### config.mk
export PLATFORM = sky130hd
export DESIGN_NAME = line_substring_matcher_core
export DESIGN_NICKNAME = d
export VERILOG_FILES = /design/src/lsm_pkg.sv /design/src/lsm_cell.sv /design/src/line_substring_matcher_core.sv
export SDC_FILE = /design/constraint.sdc
export NUM_CORES = 1
export LEC_CHECK = 0
export BUFFER_PORTS_ARGS = -buffer_cell sky130_fd_sc_hd__buf_2
export CAP_MARGIN = 40
export CORE_ASPECT_RATIO = 0.75
export CORE_UTILIZATION = 40
export CTS_CLUSTER_DIAMETER = 50
export DETAILED_ROUTE_END_ITERATION = 10
export PLACE_DENSITY = 0.59
export REMOVE_ABC_BUFFERS = 1
export SYNTH_ARGS = -nofsm -noshare
export SYNTH_HDL_FRONTEND = slang
export SYNTH_SLANG_ARGS = --single-unit
### constraint.sdc
create_clock -name clk -period 7.7 [get_ports clk]
set_input_delay 1.54 -clock clk [delete_from_list [all_inputs] [get_ports clk]]
set_output_delay 1.54 -clock clk [all_outputs]
set_load 0.01 [all_outputs]
### src/lsm_pkg.sv
// ----------------------------------------------------------------------------
// lsm_pkg: shared types and constants of the line substring matcher
// Input kinds, register indexes, saturation limits and the ASCII case fold.
// ----------------------------------------------------------------------------
package lsm_pkg;

	localparam int unsigned MAX_PATTERN_DEF = 16;
	localparam int unsigned PAT_BYTES       = 16;

	localparam logic [15:0] MATCH_LIMIT_RST = 16'd1000;
	localparam logic [15:0] COL_MAX         = 16'hFFFF;
	localparam logic [19:0] LINE_MAX        = 20'hFFFFF;
	localparam logic [15:0] COUNT_MAX       = 16'hFFFF;

	typedef enum logic [1:0] {
		FUNC_TEXT = 2'd0,
		FUNC_EOL  = 2'd1,
		FUNC_EOF  = 2'd2,
		FUNC_NEW  = 2'd3
	} func_t;

	localparam logic [2:0] REG_PAT_LO     = 3'd0;
	localparam logic [2:0] REG_PAT_HI     = 3'd1;
	localparam logic [2:0] REG_PAT_LEN    = 3'd2;
	localparam logic [2:0] REG_CASE_SENS  = 3'd3;
	localparam logic [2:0] REG_MATCH_LIM  = 3'd4;

	// Shift and clear commands broadcast to every window cell.
	typedef struct packed {
		logic shift;
		logic clear;
	} cell_ctrl_t;

	function automatic logic [7:0] fold(input logic [7:0] c, input logic case_sens);
		logic [7:0] r;
		r = c;
		if (!case_sens && c >= 8'h41 && c <= 8'h5A) begin
			r = c + 8'd32;
		end
		return r;
	endfunction

endpackage

### src/lsm_cell.sv
// ----------------------------------------------------------------------------
// lsm_cell: one byte of the text window
// Holds one window byte, passes it to its neighbor on every shift and
// compares the byte it is about to take against its pattern byte.
// ----------------------------------------------------------------------------
module lsm_cell (
	input  logic              clk,
	input  logic              arst_n,
	input  lsm_pkg::cell_ctrl_t ctrl,
	input  logic [7:0]        d_in,
	input  logic [7:0]        pat_byte,
	input  logic              in_use,
	input  logic              case_sens,
	output logic [7:0]        d_out,
	output logic              eq
);

	logic [7:0] byte_q;

	always_ff @(posedge clk or negedge arst_n) begin
		if (!arst_n) begin
			byte_q <= '0;
		end else if (ctrl.clear) begin
			byte_q <= '0;
		end else if (ctrl.shift) begin
			byte_q <= d_in;
		end
	end

	assign d_out = byte_q;

	// Cells beyond the pattern length never block a hit.
	assign eq = !in_use ||
		(lsm_pkg::fold(d_in, case_sens) == lsm_pkg::fold(pat_byte, case_sens));

endmodule

### src/line_substring_matcher_core.sv
// ----------------------------------------------------------------------------
// line_substring_matcher_core: streaming fixed-pattern line matcher
// Finds non-overlapping pattern occurrences within each text line and
// reports line number and start column of each one, up to the match limit.
// ----------------------------------------------------------------------------
//
//  channel   direction  beat content
//  s_axis    in         tdata: text byte; tuser: kind (text, eol, eof, new search)
//  m_axis    out        tdata: line number, start column; tuser: limit flag
//  cfg       in         write enable, register index, 64-bit write data
//
// One beat is taken per cycle. The window cells shift and compare in the
// cycle a text beat is accepted, and a hit lands in the output register
// at the next edge. The column, allowed-start and match counters close
// a loop through their own registers, which sets this figure. The input
// stalls only while a result sits in the output register and m_axis_tready
// is low. Reset takes effect at once; no clearing pass follows it.
module line_substring_matcher_core #(
	parameter int unsigned MAX_PATTERN = lsm_pkg::MAX_PATTERN_DEF
) (
	input  logic        clk,
	input  logic        arst_n,
	// configuration
	input  logic        cfg_we,
	input  logic [2:0]  cfg_addr,
	input  logic [63:0] cfg_wdata,
	// input stream
	input  logic        s_axis_tvalid,
	output logic        s_axis_tready,
	input  logic [7:0]  s_axis_tdata,   // [7:0] text_byte
	input  logic [1:0]  s_axis_tuser,   // [1:0] func
	// result stream
	output logic        m_axis_tvalid,
	input  logic        m_axis_tready,
	output logic [39:0] m_axis_tdata,   // [19:0] line_number, [35:20] start_column
	output logic [0:0]  m_axis_tuser    // [0] limit_reached
);

	localparam int unsigned PAT_W = 8 * lsm_pkg::PAT_BYTES;

	// Configuration registers.
	logic [PAT_W-1:0] pattern_q;
	logic [4:0]       pat_len_q;
	logic             case_sens_q;
	logic [15:0]      match_limit_q;

	// Search state.
	logic [15:0] col_q;
	logic [19:0] line_q;
	logic [15:0] nas_q;
	logic [15:0] found_q;
	logic        stopped_q;

	// Output register.
	logic        out_valid_q;
	logic [19:0] out_line_q;
	logic [15:0] out_col_q;
	logic        out_lim_q;

	logic                in_acc;
	lsm_pkg::func_t      func;
	lsm_pkg::cell_ctrl_t cell_ctrl;
	logic [4:0]          len_eff;
	logic                overlong;
	logic [15:0]         col_next;
	logic [15:0]         start;
	logic [15:0]         found_next;
	logic                hit;
	logic [MAX_PATTERN-1:0] cell_eq;
	logic [7:0]          chain [MAX_PATTERN+1];

	assign func   = lsm_pkg::func_t'(s_axis_tuser);
	assign s_axis_tready = !out_valid_q || m_axis_tready;
	assign in_acc = s_axis_tvalid && s_axis_tready;

	always_ff @(posedge clk or negedge arst_n) begin
		if (!arst_n) begin
			pattern_q     <= '0;
			pat_len_q     <= '0;
			case_sens_q   <= 1'b0;
			match_limit_q <= lsm_pkg::MATCH_LIMIT_RST;
		end else if (cfg_we) begin
			case (cfg_addr)
				lsm_pkg::REG_PAT_LO:    pattern_q[63:0]   <= cfg_wdata;
				lsm_pkg::REG_PAT_HI:    pattern_q[127:64] <= cfg_wdata;
				lsm_pkg::REG_PAT_LEN:   pat_len_q         <= cfg_wdata[4:0];
				lsm_pkg::REG_CASE_SENS: case_sens_q       <= cfg_wdata[0];
				lsm_pkg::REG_MATCH_LIM: match_limit_q     <= cfg_wdata[15:0];
				default: ;
			endcase
		end
	end

	assign len_eff = (pat_len_q > 5'(MAX_PATTERN)) ? 5'(MAX_PATTERN) : pat_len_q;

	assign cell_ctrl.shift = in_acc && (func == lsm_pkg::FUNC_TEXT);
	assign cell_ctrl.clear = in_acc && (func != lsm_pkg::FUNC_TEXT);

	// Cell 0 holds the newest byte; cell w is compared with pattern byte len-1-w.
	assign chain[0] = s_axis_tdata;

	for (genvar w = 0; w < MAX_PATTERN; w++) begin : g_cell
		logic [4:0] pidx;
		logic       use_w;

		assign pidx  = len_eff - 5'(w) - 5'd1;
		assign use_w = 5'(w) < len_eff;

		lsm_cell u_cell (
			.clk       (clk),
			.arst_n    (arst_n),
			.ctrl      (cell_ctrl),
			.d_in      (chain[w]),
			.pat_byte  (pattern_q[8*pidx[3:0] +: 8]),
			.in_use    (use_w),
			.case_sens (case_sens_q),
			.d_out     (chain[w+1]),
			.eq        (cell_eq[w])
		);
	end

	assign overlong   = (col_q == lsm_pkg::COL_MAX);
	assign col_next   = overlong ? col_q : col_q + 16'd1;
	assign start      = col_next - {11'd0, len_eff};
	assign found_next = (found_q == lsm_pkg::COUNT_MAX) ? found_q : found_q + 16'd1;

	assign hit = cell_ctrl.shift && !stopped_q && !overlong && (len_eff != 5'd0) &&
		(col_next >= {11'd0, len_eff}) && (start >= nas_q) && (&cell_eq);

	always_ff @(posedge clk or negedge arst_n) begin
		if (!arst_n) begin
			col_q     <= '0;
			line_q    <= 20'd1;
			nas_q     <= '0;
			found_q   <= '0;
			stopped_q <= 1'b0;
		end else if (in_acc) begin
			case (func)
				lsm_pkg::FUNC_TEXT: begin
					col_q <= col_next;
					if (hit) begin
						nas_q   <= col_next;
						found_q <= found_next;
						if (found_next >= match_limit_q) begin
							stopped_q <= 1'b1;
						end
					end
				end
				lsm_pkg::FUNC_EOL: begin
					col_q <= '0;
					nas_q <= '0;
					if (line_q != lsm_pkg::LINE_MAX) begin
						line_q <= line_q + 20'd1;
					end
				end
				lsm_pkg::FUNC_EOF: begin
					col_q  <= '0;
					nas_q  <= '0;
					line_q <= 20'd1;
				end
				lsm_pkg::FUNC_NEW: begin
					col_q     <= '0;
					nas_q     <= '0;
					line_q    <= 20'd1;
					found_q   <= '0;
					stopped_q <= 1'b0;
				end
				default: ;
			endcase
		end
	end

	always_ff @(posedge clk or negedge arst_n) begin
		if (!arst_n) begin
			out_valid_q <= 1'b0;
		end else if (in_acc && hit) begin
			out_valid_q <= 1'b1;
		end else if (m_axis_tready) begin
			out_valid_q <= 1'b0;
		end
	end

	always_ff @(posedge clk) begin
		if (in_acc && hit) begin
			out_line_q <= line_q;
			out_col_q  <= start;
			out_lim_q  <= (found_next >= match_limit_q);
		end
	end

	assign m_axis_tvalid   = out_valid_q;
	assign m_axis_tdata    = {4'd0, out_col_q, out_line_q};
	assign m_axis_tuser[0] = out_lim_q;

	// A new result only follows an accepted text beat.
	a_res_from_text: assert property (@(posedge clk) disable iff (!arst_n)
		$rose(m_axis_tvalid) |-> $past(in_acc && (func == lsm_pkg::FUNC_TEXT)))
		else $error("result without a text beat");

	// Once stopped, the search reports nothing more.
	a_stopped_quiet: assert property (@(posedge clk) disable iff (!arst_n)
		stopped_q |-> !hit)
		else $error("hit while stopped");

	// No match can start at the saturated column.
	a_start_range: assert property (@(posedge clk) disable iff (!arst_n)
		hit |-> (start != lsm_pkg::COL_MAX))
		else $error("start column out of range");

	// Any line marker clears the column and the allowed start.
	a_line_clear: assert property (@(posedge clk) disable iff (!arst_n)
		(in_acc && (func != lsm_pkg::FUNC_TEXT)) |=> (col_q == '0 && nas_q == '0))
		else $error("line state not cleared");

	// A result flagged as reaching the limit leaves the matcher stopped.
	a_limit_stops: assert property (@(posedge clk) disable iff (!arst_n)
		(m_axis_tvalid && m_axis_tuser[0]) |-> stopped_q)
		else $error("limit flag without stop");

endmodule
# Word level (Yosys, flattened, before mapping)
# Index checks and enable logic that the tools add are counted.
# totals
regBits	377
output_inout_bits	43
wordCells	432
# classes
add_sub_neg	66
magnitude_cmp	84
n_eq_ne	29
shifts	16
mux	77
reduce_logical	131
# op_table
cell	n
$shiftx A128 B8 Y8	16
$mux W8	62
$add A8 B6 Y8 const B	32
$ge A8 B7 Y1 const B	32
$le A8 B7 Y1 const B	32
$eq A8 B8 Y1	16
$pmux W16 S2	3
$logic_and A1 B1 Y1	74
$mux W16	4
$sub A4 B1 Y4 const B	16
$lt A4 B5 Y1 const A	8
$pmux W20 S2	1
$add A16 B1 Y16 const B	2
$eq A16 B16 Y1 const B	2
$ge A16 B16 Y1	2
$sub A4 B4 Y4 const B	8
$add A20 B1 Y20 const B	1
$logic_not A1 Y1	20
$lt A3 B5 Y1 const A	4
$mux W20	1
$ne A20 B20 Y1 const B	1
$logic_or A1 B1 Y1	17
$ge A16 B5 Y1	1
$reduce_and A16 Y1	1
25 further kinds	47

# Depth between registers and ports, before layout
# depth
ltp_word	15
depth_mapped	31

# By module
# From an unflattened synthesis, not the netlist that was laid out.
# hier_totals
hier_cells	2604
area_unflattened_um2	28073.2
# by_module_without_submodules
module	instances	cells_each	area_each_um2	seq_area_each_um2
line_substring_matcher_core	1	1548	18023.5	6625.1
lsm_cell	16	66	628.1	200.2

# Worst setup path before layout
# Ideal clock, no wire load.
# synth_timing
path_type	reg-to-reg
from	reg pat_len_q[4]
to	reg out_lim_q (netlist: m_axis_tuser), enable pin
arrival_ps	5971
required_time_ps	7324
setup_slack_ps	1352
path_stages_with_launch	31
n_path_buf	12
cell_sequence	dfrtp_1 -> buf_4 -> nand2b_4 -> buf_4 -> buf_4 -> buf_4 -> buf_2 -> buf_4 -> ha_1 -> buf_2 -> buf_2 -> buf_2 -> buf_2 -> buf_1 -> mux2i_1 -> mux2i_1 -> a22o_1 -> nand2_1 -> o21ai_0 -> ha_1 -> nand2_1 -> nor2_1 -> o31ai_1 -> o21ai_0 -> nor4_1 -> a22oi_1 -> nor3b_1 -> o2111ai_2 -> or2_1 -> buf_6 -> inv_2
# synth_between
elab_chain_len	14
# synth_rtl
item	line	source
from (decl)	line_substring_matcher_core.sv:43	logic [4:0] pat_len_q;
from (signal assigned)	line_substring_matcher_core.sv:86	lsm_pkg::REG_PAT_LEN: pat_len_q <= cfg_wdata[4:0];
$gt A5 B5 Y1	line_substring_matcher_core.sv:94	assign len_eff = (pat_len_q > 5'(MAX_PATTERN)) ? 5'(MAX_PATTERN) : pat_len_q;
$mux W5 *	line_substring_matcher_core.sv:94	
$sub A4 B1 Y4 (tied with other cells)	line_substring_matcher_core.sv:106	assign pidx = len_eff - 5'(w) - 5'd1;
$sub A4 B1 Y4	line_substring_matcher_core.sv:106	
$shiftx A128 B8 Y8	line_substring_matcher_core.sv:114	.pat_byte (pattern_q[8*pidx[3:0] +: 8]),
$ge A8 B7 Y1	lsm_pkg.sv:37	if (!case_sens && c >= 8'h41 && c <= 8'h5A) begin
$logic_and A1 B1 Y1 (2 in series)	lsm_pkg.sv:37	
$mux W8	lsm_pkg.sv:37	
$eq A8 B8 Y1	lsm_cell.sv:34	(lsm_pkg::fold(d_in, case_sens) == lsm_pkg::fold(pat_byte, case_sens));
$logic_or A1 B1 Y1	lsm_cell.sv:33	assign eq = !in_use ||
$reduce_and A16 Y1	line_substring_matcher_core.sv:128	(col_next >= {11'd0, len_eff}) && (start >= nas_q) && (&cell_eq);
$logic_and A1 B1 Y1 *	line_substring_matcher_core.sv:128	
$logic_and A1 B1 Y1 *	line_substring_matcher_core.sv:184	if (in_acc && hit) begin
to (signal assigned)	line_substring_matcher_core.sv:187	out_lim_q <= (found_next >= match_limit_q);
to (decl)	line_substring_matcher_core.sv:58	logic out_lim_q;
# Every way passes the cells marked *; elsewhere a longest branch is shown, timed or not.
# A chain may end at the register's enable or synchronous reset.

# Worst setup path after layout
# layout_timing
from	reg col_q[8]
to	reg found_q[1]
# layout_lines
item	line	source
from (decl)	line_substring_matcher_core.sv:48	logic [15:0] col_q;
from (signal assigned)	line_substring_matcher_core.sv:140	col_q <= col_next;
$add A16 B1 Y16 / $eq A16 B16 Y1 (equally long branches)	line_substring_matcher_core.sv:123, line_substring_matcher_core.sv:122	
$mux W16 *	line_substring_matcher_core.sv:123	assign col_next = overlong ? col_q : col_q + 16'd1;
$sub A16 B5 Y16 *	line_substring_matcher_core.sv:124	assign start = col_next - {11'd0, len_eff};
via start[11]	line_substring_matcher_core.sv:66	logic [15:0] start;
$ge A16 B16 Y1 *	line_substring_matcher_core.sv:128	
$logic_and A1 B1 Y1 * (2 in series)	line_substring_matcher_core.sv:128	
$ne A2 B2 Y1 (no source line) *	-	
$reduce_and A3 Y1 (no source line) *	-	
to (signal assigned)	line_substring_matcher_core.sv:143	found_q <= found_next;
to (decl)	line_substring_matcher_core.sv:51	logic [15:0] found_q;
# Mark *: on every way through the listed nets, which the timed path passes. The rest lies on a longest branch.

==> flow_summary.yaml <==
outcome:
  status: "finished clean"
pwr:
  power_frac_comb_pct: 60.5
  clkPwrFrac_pct: 18.3
  seqPwrFrac_pct: 21.2
  p_int_mw: 6.35
  sw_frac_of_total_pct: 49.3
  p_leak_nw: 15.6
  p_sw_mw: 6.17
  ir_worst_vdd_v: 0.000187
  power.density_nw_per_um2: 349
global_routing:
  grt_pass1_wl_mm: 199
  grt_pass1_vias: 28265
  grt_use_total_pct: 32.1
  grt_max_degree: 145
  grt_remaining_overflow: 0
  antenna_found_initial: 6
setup_path:
  reg2reg_from: "col_q[8]"
  cp-start-kind: "flip-flop"
  r2r_cells: 23
  rrSetupSlack_ns: 0.99
  cp_max_fo: 16
  timing.critical_path.from: "col_q[8]"
  cp-end-kind: "flip-flop"
  rr_endpoint: "found_q[1]"
  cp.required_ns: 8.21
  crit_type: "flip-flop to flip-flop"
  worstPathArrival_ns: 7.22
route:
  drtIter0Drc: 3940
  routed_wl_mm: 135
  drc: 0
  final_antenna_net_count: 0
  dr.pass1.iters: 6
  via_per_inst: 6.49
  wl_per_cell_microns: 28.5
  vias: 30633
floorplan:
  die_w_microns: 331
  die_h_microns: 249
  start_util_pct: 40.4
  die_area_sq_um: 82500
  rows: 90
  ioPinCount: 125
  core-area_sq_um: 80500
clocking:
  cts_made_buffers: 45
  h-tree-depth: 2
  cts_resized: 0
  cts_sinks: 377
  ctsHoldBuffers: 0
  cts_setup_buffers: 0
  clk-insertion-delay-late_ns: 0.63
  cts_root_buf: "clkbuf_16"
  cts_tree: "yes"
  clkTransAtPathRegs_ns: 0.06
  cts_buffer_depth: 3
placed_design:
  dp_hpwl_mm: 102
  placed_cells: 4635
  numPortBuffers: 120
  gp_congestion: 1.10
  pre_cts_slack_ns: 1.08
cells_and_area:
  layout-drive-gt1-share_pct: 18.1
  areaGrowthSynthToFinish_pct: 10.3
  fillers: 7879
  nNetsFinal: 3783
  instances_no_fill: 4722
logic_synthesis:
  synth_edf_count: 37
  async_flop_share_pct: 90.2
  yosys_warnings: 0
  ys_seq_elements: 377
  synth.distinct_cells: 105
  ys.flop_type: "dfrtp_1"
  synth_sequential_area_ratio_pct: 29.6
  syn-cell-area_sq_um: 32600
  syn-instance-count: 3610
  synth.avg_cell_area_sq_um: 9.02
run:
  maxCapViolCount: 0
timing:
  fin_ws_ns: 0.995
  fin_skew_ns: 0.0286
  relSlewSlack_pct: 31.1
  fin_crit_sh_pct: 87.1
  final_hold_viol_count: 0
  period_needed_ns: 6.71
  tightest_slew_ns: 1.02
  final-max-slew-violation-count: 0
  setup_viol: 0
  rsz0062_at_grt: "false"
  clock.fmax_mhz: 149
worst_hold_path:
  whs_endpoint: "out_line_q[13]"
  hold_class: "flip-flop to flip-flop"
  holdPathStages: 0
  worstHoldStart: "line_q[13]"
## cells in the final DEF (no fill, tap or decap), types with 37 or more instances in the layout
cell and n:
nor2_1 174, ha_1 73, nand2_1 528, buf_4 106, mux2_2 166, mux2i_1 314, a21oi_1 129, xnor2_1 105
clkbuf_16 45, xor2_1 74, nand3_1 218, o211ai_1 38, edfxtp_1 37, mux4_2 103, o21ai_0 146, inv_1 90
buf_2 123, a22oi_1 38, nand4_1 44, nor3_1 47, dfrtp_1 331
## power by group through the flow
stage          Clock, mW  Sequential [mW]  Combinational [mW]
2_1_floorplan          0             2.54                4.58
3_3_place_gp           0             2.66                7.20
3_5_place_dp           0             2.66                7.22
4_1_cts             2.33             2.62                7.25
5_1_grt             2.42             2.67                7.87
6_report            2.29             2.66                7.58
## cells by family (layout without fill, tap and decap cells)
| group | Yosys count | in the layout | share of synthesized area [%] |
|---|---|---|---|
| compound gates | 722 | 722 | 15.3 |
| mux | 589 | 589 | 22.8 |
| simple gates | 1291 | 1291 | 19.0 |
| fa+ha+maj | 75 | 75 | 2.91 |
| xor+xnor | 185 | 185 | 5.16 |
| other cells | 1 | 7 | 0.0115 |
| flops | 377 | 377 | 29.6 |
| buf+inv | 370 | 418 | 5.21 |
## worst max-delay path by stage
stage                       to  slack (ns)  cells past startpoint
floorplan            stopped_q       -5.58                     15
global placement    found_q[3]        1.19                     23
detailed placement  found_q[1]        1.08                     23
CTS                 found_q[1]        1.05                     23
global route        found_q[1]        0.56                     23
finish              found_q[1]        0.99                     23
## area by class of cell
cell class / count / area (sq um) / share of cell area (%)
clock inverters: 22 / 329 / 0.916
well taps: 1058 / 1320 / 3.69
multi-input cells: 2866 / 21400 / 59.5
inverters: 96 / 365 / 1.02
diodes: 3 / 7.51 / 0.0209
flip-flops and latches: 377 / 9630 / 26.8
clock buffers: 60 / 1240 / 3.46
repair buffers: 240 / 1660 / 4.61
## cells in the mapped netlist (all sizes together) (75+ instances only)
library cell	number	share of area, %
a21oi	130	2.0
xnor2	108	3.0
dfrtp	333	26
nand3	218	3.4
o21ai	149	2.3
nor2	178	2.1
mux2i	319	9.9
buf	144	2.6
mux2	167	5.8
xor2	75	2.0
clkbuf	130	1.5
inv	96	1.1
mux4	103	7.1
nand2	531	6.2
## worst max-delay path, cell delays in order (launching register included)
cell and delay [ns]:
dfrtp_1 0.43, nand4_1 0.17, nor3_1 0.58, and2_1 0.30, mux2i_1 0.45, inv_1 0.09
ha_1 0.32, a221oi_1 0.29, nor2_1 0.10, a21o_1 0.18, a21oi_1 0.32, and3_1 0.30
nand3_1 0.11, xor2_1 0.20, ha_1 0.31, and4_1 0.19, o2111ai_1 0.13, a31oi_1 0.47
o211ai_1 0.26, nor4_2 0.22, o2111ai_2 0.26, or2_1 0.33, buf_4 0.22, a221o_1 0.34
## stage by stage
step / setup TNS, ns / utilization, % / cell area [sq um] / hold slack, ns / power, mW
2_1_floorplan: -392.17 / - / 31200 / 0.447 / 7.12
3_3_place_gp: 0 / 42.4 / 34100 / 0.469 / 9.86
3_5_place_dp: 0 / 42.6 / 34300 / 0.477 / 9.88
4_1_cts: 0 / 44.6 / 35900 / 0.491 / 12.2
5_1_grt: 0 / 44.6 / 35900 / 0.505 / 13.0
6_report: 0 / 44.6 / 35900 / 0.491 / 12.5
## state kept, by name (all words and copies together), names as in the netlist
signal and flops:
case_sens_q 1, col_q 16, found_q 16, g_cell.u_cell.d_out 120, line_q 20, m_axis_tuser 1
m_axis_tvalid 1, match_limit_q 16, nas_q 16, out_col_q 16, out_line_q 20, pat_len_q 5
pattern_q 128, stopped_q 1
## layer usage
metal	track usage, %	vias to the layer above	routed length [microns]
li1	-	13447	-
met1	46.5	15023	58600
met2	43.7	1843	53300
met3	9.75	316	16400
met4	13.4	4	6190
met5	0	-	29
(Power assumes the default switching activity.)
